[src/rtl/core/mpcd_pkg.sv]
package mpcd_pkg;

    localparam int unsigned FRAME_LEN = 12;
    localparam int unsigned CMD_LEN   = 5;
    localparam int unsigned POS_W     = 20;
    localparam int unsigned SPU_W     = 9;
    localparam int unsigned DATA_W    = 32;
    localparam int unsigned IDX_W     = 4;

    localparam logic [IDX_W-1:0] IDX_FIRST      = '0;
    localparam logic [IDX_W-1:0] IDX_CMD_LAST   = IDX_W'(CMD_LEN);
    localparam logic [IDX_W-1:0] IDX_FRAME_LAST = IDX_W'(FRAME_LEN - 1);
    localparam logic [IDX_W-1:0] IDX_LIMIT      = IDX_W'(FRAME_LEN);

    localparam logic [7:0] CHAR_START = 8'h78;
    localparam logic [7:0] CHAR_LF    = 8'h0A;
    localparam logic [7:0] CHAR_CR    = 8'h0D;
    localparam logic [7:0] CHAR_TAB   = 8'h09;
    localparam logic [7:0] CHAR_SPACE = 8'h20;
    localparam logic [7:0] CHAR_PLUS  = 8'h2B;
    localparam logic [7:0] CHAR_MINUS = 8'h2D;
    localparam logic [7:0] CHAR_ZERO  = 8'h30;
    localparam logic [7:0] CHAR_NINE  = 8'h39;

    localparam logic [8*CMD_LEN-1:0] NAME_AUCAL = "aucal";
    localparam logic [8*CMD_LEN-1:0] NAME_GETPO = "getpo";
    localparam logic [8*CMD_LEN-1:0] NAME_GO_UP = "go_up";
    localparam logic [8*CMD_LEN-1:0] NAME_GO_DW = "go_dw";
    localparam logic [8*CMD_LEN-1:0] NAME_GO_TO = "go_to";

    localparam logic [POS_W-1:0] MIN_POSITION_RESET   = 20'd0;
    localparam logic [POS_W-1:0] MAX_POSITION_RESET   = 20'd999999;
    localparam logic [SPU_W-1:0] STEPS_PER_UNIT_RESET = 9'd1;

    typedef enum logic [2:0] {
        CMD_AUCAL   = 3'd0,
        CMD_GETPO   = 3'd1,
        CMD_GO_UP   = 3'd2,
        CMD_GO_DW   = 3'd3,
        CMD_GO_TO   = 3'd4,
        CMD_UNKNOWN = 3'd5
    } cmd_t;

    typedef enum logic [2:0] {
        KIND_MOVE     = 3'd0,
        KIND_HOME     = 3'd1,
        KIND_REPORT   = 3'd2,
        KIND_STOP_ERR = 3'd3,
        KIND_UNKNOWN  = 3'd4,
        KIND_FRAMING  = 3'd5
    } kind_t;

    typedef enum logic [1:0] {
        PH_LEAD = 2'd0,
        PH_NUM  = 2'd1,
        PH_DONE = 2'd2
    } phase_t;

    typedef enum logic [1:0] {
        CFG_MIN_POSITION   = 2'd0,
        CFG_MAX_POSITION   = 2'd1,
        CFG_STEPS_PER_UNIT = 2'd2
    } cfg_index_t;

    typedef struct packed {
        logic              start_ok;
        cmd_t              cmd;
        logic [DATA_W-1:0] value;
        logic              negative;
        logic              stop_fwd;
        logic              stop_rev;
    } frame_t;

    typedef struct packed {
        kind_t             kind;
        logic              direction;
        logic [DATA_W-1:0] distance;
        logic [DATA_W-1:0] position;
    } exec_t;

endpackage

[src/rtl/core/motor_position_command_decoder.sv]
// Serial command decoder for a stepper axis. Received bytes come in one per s_ beat; CR and LF
// are dropped and every twelve remaining bytes form a frame of 'x', a five-letter command and
// a six-character value read the way atol reads it. go_up, go_dw and go_to give a move with
// direction and step count (distance times steps_per_unit, modulo 2^32), aucal homes against
// the end stops sampled with the twelfth byte, getpo reports the tracked position, and bad
// frames or commands give an error result; a go_to to the current position gives no result.
// One byte is taken every cycle while m_ready holds; a result passes from its twelfth byte through
// the input, frame and command registers to the output register, which also registers the step
// multiply. Configuration writes are always ready and should be made while the block is idle.
module motor_position_command_decoder
    import mpcd_pkg::*;
(
    input  logic                     aclk,
    input  logic                     aresetn,
    input  logic                     cfg_valid,
    output logic                     cfg_ready,
    input  logic [1:0]               cfg_index,
    input  logic [POS_W-1:0]         cfg_wdata,
    input  logic                     s_valid,
    output logic                     s_ready,
    input  logic [7:0]               s_rx_byte,
    input  logic                     s_end_stop_forward,
    input  logic                     s_end_stop_reverse,
    output logic                     m_valid,
    input  logic                     m_ready,
    output logic [2:0]               m_result_kind,
    output logic                     m_direction,
    output logic [DATA_W-1:0]        m_step_count,
    output logic signed [DATA_W-1:0] m_position
);

    logic [POS_W-1:0] min_position_reg, min_position_next;
    logic [POS_W-1:0] max_position_reg, max_position_next;
    logic [SPU_W-1:0] steps_per_unit_reg, steps_per_unit_next;

    logic   frame_valid;
    frame_t frame;
    logic   frame_ready;
    logic   ex_valid;
    exec_t  ex;
    logic   ex_ready;

    assign cfg_ready = 1'b1;

    always_comb begin
        min_position_next   = min_position_reg;
        max_position_next   = max_position_reg;
        steps_per_unit_next = steps_per_unit_reg;
        if (cfg_valid) begin
            unique case (cfg_index)
                CFG_MIN_POSITION:   min_position_next   = cfg_wdata;
                CFG_MAX_POSITION:   max_position_next   = cfg_wdata;
                CFG_STEPS_PER_UNIT: steps_per_unit_next = cfg_wdata[SPU_W-1:0];
                default: begin
                end
            endcase
        end
    end

    always_ff @(posedge aclk) begin
        if (!aresetn) begin
            min_position_reg   <= MIN_POSITION_RESET;
            max_position_reg   <= MAX_POSITION_RESET;
            steps_per_unit_reg <= STEPS_PER_UNIT_RESET;
        end else begin
            min_position_reg   <= min_position_next;
            max_position_reg   <= max_position_next;
            steps_per_unit_reg <= steps_per_unit_next;
        end
    end

    mpcd_parser u_parser (
        .aclk               (aclk),
        .aresetn            (aresetn),
        .s_valid            (s_valid),
        .s_ready            (s_ready),
        .s_rx_byte          (s_rx_byte),
        .s_end_stop_forward (s_end_stop_forward),
        .s_end_stop_reverse (s_end_stop_reverse),
        .frame_valid        (frame_valid),
        .frame              (frame),
        .frame_ready        (frame_ready)
    );

    mpcd_exec u_exec (
        .aclk         (aclk),
        .aresetn      (aresetn),
        .min_position (min_position_reg),
        .max_position (max_position_reg),
        .frame_valid  (frame_valid),
        .frame        (frame),
        .frame_ready  (frame_ready),
        .ex_valid     (ex_valid),
        .ex           (ex),
        .ex_ready     (ex_ready)
    );

    mpcd_output u_output (
        .aclk           (aclk),
        .aresetn        (aresetn),
        .steps_per_unit (steps_per_unit_reg),
        .ex_valid       (ex_valid),
        .ex             (ex),
        .ex_ready       (ex_ready),
        .m_valid        (m_valid),
        .m_ready        (m_ready),
        .m_result_kind  (m_result_kind),
        .m_direction    (m_direction),
        .m_step_count   (m_step_count),
        .m_position     (m_position)
    );

endmodule

[src/rtl/core/mpcd_parser.sv]
module mpcd_parser
    import mpcd_pkg::*;
(
    input  logic       aclk,
    input  logic       aresetn,
    input  logic       s_valid,
    output logic       s_ready,
    input  logic [7:0] s_rx_byte,
    input  logic       s_end_stop_forward,
    input  logic       s_end_stop_reverse,
    output logic       frame_valid,
    output frame_t     frame,
    input  logic       frame_ready
);

    logic              in_valid_reg, in_valid_next;
    logic [7:0]        in_byte_reg;
    logic              in_fwd_reg;
    logic              in_rev_reg;
    logic [IDX_W-1:0]  idx_reg, idx_next;
    logic              start_ok_reg, start_ok_next;
    logic [7:0]        cmd_reg [CMD_LEN];
    phase_t            phase_reg, phase_next;
    logic [DATA_W-1:0] acc_reg, acc_next;
    logic              neg_reg, neg_next;
    logic              frame_valid_reg, frame_valid_next;
    frame_t            frame_reg;
    frame_t            frame_next;

    logic              advance;
    logic              is_eol;
    logic              take_byte;
    logic              frame_end;
    logic [IDX_W-1:0]  idx;
    logic              is_digit;
    logic              is_blank;
    logic [DATA_W-1:0] acc_times10;
    logic [DATA_W-1:0] digit_value;
    phase_t            phase_p;
    logic [DATA_W-1:0] acc_p;
    logic              neg_p;
    logic [2:0]        cmd_sel;
    logic [8*CMD_LEN-1:0] cmd_word;
    cmd_t              cmd_code;

    assign advance   = in_valid_reg && (!frame_valid_reg || frame_ready);
    assign s_ready   = !in_valid_reg || advance;
    assign is_eol    = (in_byte_reg == CHAR_LF) || (in_byte_reg == CHAR_CR);
    assign take_byte = advance && !is_eol;
    assign idx       = (idx_reg >= IDX_LIMIT) ? IDX_FIRST : idx_reg;
    assign frame_end = take_byte && (idx == IDX_FRAME_LAST);
    assign cmd_sel   = 3'(idx - 4'd1);

    assign is_digit    = (in_byte_reg >= CHAR_ZERO) && (in_byte_reg <= CHAR_NINE);
    assign is_blank    = (in_byte_reg == CHAR_SPACE) ||
                         ((in_byte_reg >= CHAR_TAB) && (in_byte_reg <= CHAR_CR));
    assign acc_times10 = {acc_reg[DATA_W-4:0], 3'b000} + {acc_reg[DATA_W-2:0], 1'b0};
    assign digit_value = {24'd0, in_byte_reg - CHAR_ZERO};

    // atol-style value scan, one character per beat
    always_comb begin
        phase_p = phase_reg;
        acc_p   = acc_reg;
        neg_p   = neg_reg;
        if (phase_reg == PH_LEAD && is_blank) begin
            phase_p = PH_LEAD;
        end else if (phase_reg == PH_LEAD &&
                     (in_byte_reg == CHAR_PLUS || in_byte_reg == CHAR_MINUS)) begin
            neg_p   = (in_byte_reg == CHAR_MINUS);
            phase_p = PH_NUM;
        end else if ((phase_reg == PH_LEAD || phase_reg == PH_NUM) && is_digit) begin
            acc_p   = acc_times10 + digit_value;
            phase_p = PH_NUM;
        end else begin
            phase_p = PH_DONE;
        end
    end

    assign cmd_word = {cmd_reg[0], cmd_reg[1], cmd_reg[2], cmd_reg[3], cmd_reg[4]};

    always_comb begin
        if (cmd_word == NAME_AUCAL) begin
            cmd_code = CMD_AUCAL;
        end else if (cmd_word == NAME_GETPO) begin
            cmd_code = CMD_GETPO;
        end else if (cmd_word == NAME_GO_UP) begin
            cmd_code = CMD_GO_UP;
        end else if (cmd_word == NAME_GO_DW) begin
            cmd_code = CMD_GO_DW;
        end else if (cmd_word == NAME_GO_TO) begin
            cmd_code = CMD_GO_TO;
        end else begin
            cmd_code = CMD_UNKNOWN;
        end
    end

    always_comb begin
        in_valid_next = s_ready ? s_valid : in_valid_reg;
        idx_next      = idx_reg;
        start_ok_next = start_ok_reg;
        phase_next    = phase_reg;
        acc_next      = acc_reg;
        neg_next      = neg_reg;
        if (take_byte) begin
            idx_next = frame_end ? IDX_FIRST : idx + 4'd1;
            if (idx == IDX_FIRST) begin
                start_ok_next = (in_byte_reg == CHAR_START);
                phase_next    = PH_LEAD;
                acc_next      = '0;
                neg_next      = 1'b0;
            end else if (idx > IDX_CMD_LAST) begin
                phase_next = phase_p;
                acc_next   = acc_p;
                neg_next   = neg_p;
            end
        end
        frame_valid_next = frame_end ? 1'b1 : (frame_ready ? 1'b0 : frame_valid_reg);

        frame_next.start_ok = start_ok_reg;
        frame_next.cmd      = cmd_code;
        frame_next.value    = acc_p;
        frame_next.negative = neg_p;
        frame_next.stop_fwd = in_fwd_reg;
        frame_next.stop_rev = in_rev_reg;
    end

    always_ff @(posedge aclk) begin
        if (!aresetn) begin
            in_valid_reg    <= 1'b0;
            idx_reg         <= IDX_FIRST;
            start_ok_reg    <= 1'b0;
            phase_reg       <= PH_LEAD;
            acc_reg         <= '0;
            neg_reg         <= 1'b0;
            frame_valid_reg <= 1'b0;
        end else begin
            in_valid_reg    <= in_valid_next;
            idx_reg         <= idx_next;
            start_ok_reg    <= start_ok_next;
            phase_reg       <= phase_next;
            acc_reg         <= acc_next;
            neg_reg         <= neg_next;
            frame_valid_reg <= frame_valid_next;
        end
    end

    always_ff @(posedge aclk) begin
        if (s_ready && s_valid) begin
            in_byte_reg <= s_rx_byte;
            in_fwd_reg  <= s_end_stop_forward;
            in_rev_reg  <= s_end_stop_reverse;
        end
        if (take_byte && idx != IDX_FIRST && idx <= IDX_CMD_LAST) begin
            cmd_reg[cmd_sel] <= in_byte_reg;
        end
        if (frame_end) begin
            frame_reg <= frame_next;
        end
    end

    assign frame_valid = frame_valid_reg;
    assign frame       = frame_reg;

endmodule

[src/rtl/core/mpcd_exec.sv]
module mpcd_exec
    import mpcd_pkg::*;
(
    input  logic             aclk,
    input  logic             aresetn,
    input  logic [POS_W-1:0] min_position,
    input  logic [POS_W-1:0] max_position,
    input  logic             frame_valid,
    input  frame_t           frame,
    output logic             frame_ready,
    output logic             ex_valid,
    output exec_t            ex,
    input  logic             ex_ready
);

    logic              ex_valid_reg, ex_valid_next;
    exec_t             ex_reg, ex_next;
    logic [DATA_W-1:0] pos_reg, pos_next;

    logic              take;
    logic              emit;
    logic [DATA_W-1:0] value;
    logic [DATA_W-1:0] diff;

    assign frame_ready = !ex_valid_reg || ex_ready;
    assign take        = frame_valid && frame_ready;
    assign value       = frame.negative ? (DATA_W'(0) - frame.value) : frame.value;
    assign diff        = value - pos_reg;

    always_comb begin
        emit              = 1'b1;
        pos_next          = pos_reg;
        ex_next.kind      = KIND_UNKNOWN;
        ex_next.direction = 1'b0;
        ex_next.distance  = '0;
        if (!frame.start_ok) begin
            ex_next.kind = KIND_FRAMING;
        end else begin
            unique case (frame.cmd)
                CMD_AUCAL: begin
                    if (!frame.stop_rev) begin
                        pos_next          = {{(DATA_W-POS_W){1'b0}}, min_position};
                        ex_next.kind      = KIND_HOME;
                        ex_next.direction = 1'b1;
                    end else if (!frame.stop_fwd) begin
                        pos_next     = {{(DATA_W-POS_W){1'b0}}, max_position};
                        ex_next.kind = KIND_HOME;
                    end else begin
                        ex_next.kind = KIND_STOP_ERR;
                    end
                end
                CMD_GETPO: begin
                    ex_next.kind = KIND_REPORT;
                end
                CMD_GO_UP: begin
                    pos_next         = pos_reg + value;
                    ex_next.kind     = KIND_MOVE;
                    ex_next.distance = value;
                end
                CMD_GO_DW: begin
                    pos_next          = pos_reg - value;
                    ex_next.kind      = KIND_MOVE;
                    ex_next.direction = 1'b1;
                    ex_next.distance  = value;
                end
                CMD_GO_TO: begin
                    // already there: nothing to report
                    emit              = (diff != '0);
                    pos_next          = value;
                    ex_next.kind      = KIND_MOVE;
                    ex_next.direction = diff[DATA_W-1];
                    ex_next.distance  = diff[DATA_W-1] ? (DATA_W'(0) - diff) : diff;
                end
                default: begin
                    ex_next.kind = KIND_UNKNOWN;
                end
            endcase
        end
        ex_next.position = pos_next;
        ex_valid_next    = take ? emit : (ex_ready ? 1'b0 : ex_valid_reg);
    end

    always_ff @(posedge aclk) begin
        if (!aresetn) begin
            ex_valid_reg <= 1'b0;
            pos_reg      <= '0;
        end else begin
            ex_valid_reg <= ex_valid_next;
            if (take) begin
                pos_reg <= pos_next;
            end
        end
    end

    always_ff @(posedge aclk) begin
        if (take) begin
            ex_reg <= ex_next;
        end
    end

    assign ex_valid = ex_valid_reg;
    assign ex       = ex_reg;

endmodule

[src/rtl/core/mpcd_output.sv]
module mpcd_output
    import mpcd_pkg::*;
(
    input  logic                     aclk,
    input  logic                     aresetn,
    input  logic [SPU_W-1:0]         steps_per_unit,
    input  logic                     ex_valid,
    input  exec_t                    ex,
    output logic                     ex_ready,
    output logic                     m_valid,
    input  logic                     m_ready,
    output logic [2:0]               m_result_kind,
    output logic                     m_direction,
    output logic [DATA_W-1:0]        m_step_count,
    output logic signed [DATA_W-1:0] m_position
);

    logic                    out_valid_reg, out_valid_next;
    kind_t                   kind_reg;
    logic                    dir_reg;
    logic [DATA_W-1:0]       steps_reg;
    logic [DATA_W-1:0]       pos_reg;
    logic                    load;
    logic [DATA_W+SPU_W-1:0] product;

    assign ex_ready = !out_valid_reg || m_ready;
    assign load     = ex_valid && ex_ready;
    // distance is zero for anything but a move, so the product is too
    assign product  = {{SPU_W{1'b0}}, ex.distance} * {{DATA_W{1'b0}}, steps_per_unit};

    assign out_valid_next = load ? 1'b1 : (m_ready ? 1'b0 : out_valid_reg);

    always_ff @(posedge aclk) begin
        if (!aresetn) begin
            out_valid_reg <= 1'b0;
        end else begin
            out_valid_reg <= out_valid_next;
        end
    end

    always_ff @(posedge aclk) begin
        if (load) begin
            kind_reg  <= ex.kind;
            dir_reg   <= ex.direction;
            steps_reg <= product[DATA_W-1:0];
            pos_reg   <= ex.position;
        end
    end

    assign m_valid       = out_valid_reg;
    assign m_result_kind = kind_reg;
    assign m_direction   = dir_reg;
    assign m_step_count  = steps_reg;
    assign m_position    = pos_reg;

endmodule

[config.mk]
export PLATFORM = sky130hd
export DESIGN_NAME = motor_position_command_decoder
export DESIGN_NICKNAME = d
export VERILOG_FILES = /design/src/rtl/core/mpcd_pkg.sv /design/src/rtl/core/motor_position_command_decoder.sv /design/src/rtl/core/mpcd_parser.sv /design/src/rtl/core/mpcd_exec.sv /design/src/rtl/core/mpcd_output.sv
export SDC_FILE = /design/constraint.sdc
export NUM_CORES = 1
export LEC_CHECK = 0
export ABC_AREA = 1
export BUFFER_PORTS_ARGS = -buffer_cell sky130_fd_sc_hd__clkbuf_2
export CAP_MARGIN = 15
export CORE_MARGIN = 1
export CORE_UTILIZATION = 40
export DETAILED_ROUTE_END_ITERATION = 10
export PLACE_DENSITY = 0.56
export SKIP_LAST_GASP = 1
export SYNTH_ARGS = -nofsm -noshare
export SYNTH_HDL_FRONTEND = slang
export SYNTH_HIERARCHICAL = 1
export SYNTH_SLANG_ARGS = --single-unit
[constraint.sdc]
create_clock -name aclk -period 8.55 [get_ports aclk]
set_clock_uncertainty 0.1 [all_clocks]
set_input_delay 0.855 -clock aclk [delete_from_list [all_inputs] [get_ports aclk]]
set_output_delay 0.855 -clock aclk [all_outputs]
set_load 0.02 [all_outputs]
==> impl_results.md, run 1 <==
* Die area at 84400 µm²
* CTS tree: done
* CP max stage cell: inv_1
* Gr ovfl total at 0
* Synth unique cells at 69
* Htree depth at 2
* Hold crit path type: reg2reg
* 1st-iter DRT viols at 2093
* Synthesized area per cell at 7.03 µm²
* Layout cell share with drive strength beyond 1 at 8.16%
* CP Capture Type: flop
* Critical-path maximum fanout at 48
* # rows at 105
* Die Ht at 290 µm
* PortBufs at 106
* Crit Path Category: reg2reg
* Starting Density at 40.5%
* CTS Buf Count at 44
* Slew margin rel. at 25.6%
* Post-synth top area share at 20.3%
* Area Growth Syn to Fin at 8.38%
* Power per Cell Area at 106 nW/µm²
* Vias in the first global route at 28.4k
* Max VDD drop at 0.143 mV
* Placer Congestion at 0.975
* Final WL at 102000 µm
* Slew @ Worst Pin at 1.11 ns
* Core area at 82200 µm²
* Clock Sinks at 350
* Hold Fails Final Rpt at 0
* Synthesis warning total at 6
* Max Root-Sink Buffers at 3
* Clk Tree Root Cell: clkbuf_16
* Post-synth top area cell: edfxtp_1
* Die width at 290 µm
* Top Ports at 108
* Largest register FFs at 68
* Avg WL per Cell at 17.4 µm
* Routed via count at 29.6k
* Most used cell, CP: nand2_1
* Residual DRC count at 0
* Leak at 18.8 nW
* CP required at 8.78 ns
* Mapped Nets at 5128
* Slew Limit Fails at 0
* Setup Buffers After CTS at 0
* Worst path top cell family by delay: simple AND/OR/NAND/NOR gates
* Fmax at 186 MHz
* Clock slew at reported path FFs at 0.06 ns
* Clock Latency Late Sink at 0.60 ns
* Via density at 5.03
* Resized cells post-CTS at 0
* First-pass GRT wire length at 160000 µm
* Worst Path Arrival at 5.60 ns
* DRT Pass-1 Iters at 8
* GR Util All Layers at 24.1%
* Hold buffers post-CTS at 0
* Design area at 36100 µm²
* Nets@finish at 5164
* Final ANT Viol Nets at 0
* Ys flop type: edfxtp_1
* Largest net degree at the start of global routing at 76
* Final setup viols at 0
* Number of flops mapped to enable cells by yosys at 225
* Outcome: complete, no violations
* Startpoint Class: flop
* Crit share post-route at 62.8%
* Mapped Area at 33300 µm²
* Setup_tns at 0 ns
* Number of fillers in the final layout at 8589
* Worst Path Buf+Inv at 4
* Synth top area cells: edfxtp_1, nand2_1, fa_1, inv_1, dfxtp_1
* Yosys reg bits at 350
* Share of flip-flops with an asynchronous set or reset at 0%
* Final min period at 5.37 ns
* RSZ-0062 raised after global routing: false
* DP Worst Slack at 3.32 ns
* Initial antenna violation count at 1
* Setup ws final at 3.18 ns
* Post-synthesis sequential area ratio at 27.8%
* # Max-Cap Violations at 0
* Post-DP HPWL at 80900 µm
* Synth Instances at 4733
* Post-Place Cell Area at 34700 µm²
* CP max stage delay at 0.61 ns
-- kinds of logic (layout without fill, tap and decap cells) --
kind of cell	after synthesis	after routing	synth area share [%]
buffers and inverters	1106	1177	13.0
flip-flops	350	350	27.8
adder cells (fa/ha/maj)	358	358	17.7
other	1	2	0.0113
XOR/XNOR	89	89	2.48
AO/OA/AOI/OAI	532	532	9.13
AND/OR/NAND/NOR	2297	2297	29.9
-- where the power goes --
part	internal, mW	total, mW	switching, mW
registers	1.81	1.83	0.0254
clock network	1.04	1.82	0.777
logic	0.0540	0.189	0.135
total	2.90	3.84	0.938
-- worst reg2reg max path, stage by stage (launching register included) --
cell and delay, ns:
edfxtp_1 0.45, nor2_4 0.12, buf_4 0.53, nand2_2 0.52, inv_1 0.63, nor2_1 0.12
xor2_1 0.17, ha_1 0.34, nand2_1 0.07, inv_1 0.06, nand2_1 0.05, nand2_1 0.12
nand2_1 0.07, nand2_1 0.14, a21o_1 0.26, nand2_1 0.07, nand2_1 0.15, nand2_1 0.07
nand2_1 0.10, nand2_1 0.08, nand2_1 0.07, nand2_1 0.04, nand3_1 0.11, nand2_1 0.06
a21oi_1 0.54, inv_1 0.08
-- metal layers --
layer	share of wire [%]	up-vias	global-route usage (%)
met1	45	13800	31.6
li1	-	14900	-
met3	6.0	141	3.91
met4	2.3	0	5.88
met5	0	-	0
met2	47	752	41.3
-- per-stage QoR --
step                cells  power, mW  hold slack (ns)  util, %
CTS                  5874       3.88            0.301     43.9
global route         5874       3.98            0.312     43.9
finish               5875       3.84            0.317     43.9
detailed placement   5793       2.06            0.305     42.2
global placement     5793       2.06            0.301     42.2
floorplan            4733       2.00            0.300        -
-- cell usage after synthesis (33+ instances only) --
cell         n
a21oi_1    260
clkbuf_1    82
buf_2       33
nor2_1     342
nand4_1     76
nand2_1   1391
inv_1      936
xor2_1      58
dfxtp_1    125
nand3_1    272
nand2_2     46
fa_1       187
ha_1       171
edfxtp_1   225
o21ai_0    125
-- path summary, 6_finish.rpt --
kind                      start  slack [ns]  depth (start not counted)                      to
max reg2reg  u_parser/frame[37]        3.18                         25           u_exec/ex[22]
max          u_parser/frame[37]        3.18                         25           u_exec/ex[22]
min                u_exec/ex[0]        0.32                          0  u_output/m_position[0]
min reg2reg        u_exec/ex[0]        0.32                          0  u_output/m_position[0]
-- layout by cell type, fill, tap and decap left out, types with 15 or more instances in the layout --
cell and instances:
fa_1 187, xor2_1 58, nand2_1 1391, a21oi_1 259
nor2_1 340, clkbuf_2 106, nand4_1 76, inv_2 26
dfxtp_1 124, a211oi_1 15, edfxtp_1 225, o21ai_1 18
xnor2_1 25, nor3_1 29, clkbuf_16 44, o21bai_1 15
nand3_2 19, o21ai_0 125, ha_1 171, buf_4 25
nand2_2 46, nand3_1 272, nor2_2 33, nand3b_1 20
inv_1 934, o211ai_1 16
-- final cells by class --
class / count / area, µm² / share of cell area (%)
clock inverters: 25 / 236 / 0.656
well taps: 1070 / 1340 / 3.71
repair buffers: 131 / 718 / 1.99
diodes: 1 / 2.50 / 0.00694
flip-flops and latches: 350 / 9260 / 25.7
multi-input cells: 3277 / 19700 / 54.7
inverters: 965 / 3620 / 10.0
clock buffers: 56 / 1170 / 3.23
No activity file was read; power rests on OpenSTA's default activity.
==> run 2: changes to the inputs <==
==> constraint.sdc (replaced) <==
create_clock -name aclk -period 5 [get_ports aclk]
set_clock_uncertainty 0.1 [all_clocks]
set_input_delay 0.5 -clock aclk [delete_from_list [all_inputs] [get_ports aclk]]
set_output_delay 0.5 -clock aclk [all_outputs]
set_load 0.02 [all_outputs]
==> impl_results.md, run 2 (synthesis results as in run 1) <==
* First-pass GRT wire length at 163000 µm
* PortBufs at 106
* Routed via count at 29.7k
* Area Growth Syn to Fin at 10.9%
* Max Root-Sink Buffers at 3
* Final min period at 4.70 ns
* Slew Limit Fails at 0
* CTS Buf Count at 45
* CP required at 5.26 ns
* Critical-path maximum fanout at 6
* RR Endpoint: u_exec/ex[28]
* Htree depth at 2
* Nets@finish at 5233
* Crit path to: u_exec/ex[28]
* Outcome: complete, no violations
* Leak at 19.3 nW
* GRT met3 Usage at 2.94%
* Most frequent cells in the layout: nand2_1, inv_1, nor2_1
* Hold Fails Final Rpt at 0
* Top Ports at 108
* # Max-Cap Violations at 0
* Clock Sinks at 350
* Starting Density at 40.5%
* GR Util All Layers at 24.4%
* Post-DP HPWL at 82300 µm
* CP Capture Type: flop
* Hold crit path type: in2reg
* Slew margin rel. at 25.0%
* Hold_ws at 0.0487 ns
* Max VDD drop at 0.225 mV
* Inst Count DP at 5843
* Final core occ at 44.9%
* ANT cells at 0
* # rows at 105
* Die Ht at 290 µm
* Gr ovfl total at 0
* Initial antenna violation count at 4
* Power Total at 6.83 mW
* Clock Latency Late Sink at 0.62 ns
* Setup crit start: u_parser/frame[3]
* M2 GR Usage at 41.7%
* 1st-iter DRT viols at 2102
* RR Startpoint: u_parser/frame[3]
* Residual DRC count at 0
* Final ANT Viol Nets at 0
* Final setup viols at 0
* Worst Path Arrival at 4.96 ns
* Most common cell after layout, fill and taps aside: nand2_1
* Reg area at 9260 µm²
* Vias in the first global route at 28.9k
* Met1 Usage GRT at 32.6%
* Multi-input logic area at 19700 µm²
* RSZ-0062 raised after global routing: true
* Crit Path Category: reg2reg
* Layout cell share with drive strength beyond 1 at 9.58%
* Non-filler cells, final at 5945
* Placer Congestion at 0.977
* Die area at 84400 µm²
* Setup slack, reg-to-reg at 0.30 ns
* CTS tree: done
* Final WL at 103000 µm
* Clock slew at reported path FFs at 0.06 ns
* Avg WL per Cell at 17.3 µm
* Number of fillers in the final layout at 8527
* GR peak layer: met2
* Power per Cell Area at 185 nW/µm²
* Clk Tree Root Cell: clkbuf_16
* Largest register FFs at 68
* Core area at 82200 µm²
* Startpoint Class: flop
* DRT Pass-1 Iters at 6
* Die width at 290 µm
* Via density at 4.99
* Slew @ Worst Pin at 1.12 ns
* Fmax at 213 MHz
* Largest net degree at the start of global routing at 85
* Crit share post-route at 93.9%
* R2R depth at 23
run 2: cell count changes in the layout (fill, tap and decap cells not counted), sizes merged:
cell and change:
dlygate4sd3 +10, diode -1, bufinv +2, buf +57
inv -3, clkinvlp -2, clkbuf -1, clkinv +8
run 2: how the worst min path moves through the flow:
| stage | start | depth (start not counted) | endpoint |
|---|---|---|---|
| floorplan | u_exec/ex[64] | 0 | u_output/m_direction |
| global placement | u_exec/ex[19] | 0 | u_output/m_position[19] |
| detailed placement | u_exec/ex[0] | 0 | u_output/m_position[0] |
| CTS | cfg_wdata[15] | 3 | max_position_reg[15] |
| global route | cfg_wdata[10] | 3 | max_position_reg[10] |
| finish | cfg_wdata[15] | 3 | max_position_reg[15] |
run 2: through the flow:
stage               setup TNS [ns]  setup slack [ns]  instance area [µm²]
floorplan                        0             0.512                33300
global placement                 0             0.298                35200
detailed placement               0             0.211                35200
CTS                              0             0.211                36800
global route               -0.0316           -0.0289                36900
finish                           0             0.303                36900
run 2: cell type report:
cell class / instances / share of cell area, %
clock buffers: 54 / 3.25
flip-flops and latches: 350 / 25.1
well taps: 1070 / 3.63
inverters: 965 / 9.84
multi-input cells: 3277 / 53.5
clock inverters: 30 / 0.885
repair buffers: 199 / 3.80
run 2: repair_timing:
item / CTS / global route
hold endpoints to repair: 10 / 0
endpoints found under the setup margin: 0 / 20
hold buffers: 10 / 0
setup buffers: 0 / 6
gates resized for setup: 0 / 11
run 2: where the power goes:
| group | internal, mW | total (mW) | switching, mW |
|---|---|---|---|
| clock network | 1.95 | 3.36 | 1.41 |
| registers | 3.09 | 3.13 | 0.0394 |
| logic | 0.107 | 0.342 | 0.235 |
run 2: worst max-delay path, cell delays in order, from the launching register on:
cell      delay (ns)
edfxtp_1        0.46
clkinv_4        0.16
ha_2            0.29
nand2_1         0.06
o21a_1          0.16
nand3_1         0.17
nor2_1          0.12
nand2_1         0.08
nor2_1          0.15
nand2_1         0.14
nor2_4          0.21
buf_4           0.14
nand3_2         0.10
o21ai_0         0.22
xnor2_1         0.14
inv_1           0.06
ha_1            0.36
nand2_1         0.18
nor3_1          0.35
nand4_1         0.24
a21oi_1         0.20
o22ai_1         0.10
nand2_1         0.15
nand2_1         0.08
run 2: per-layer routing:
layer	vias up	wire length [µm]
met4	3	2230
met3	124	5440
met2	709	48300
li1	15000	-
met1	13800	46800
met5	-	25
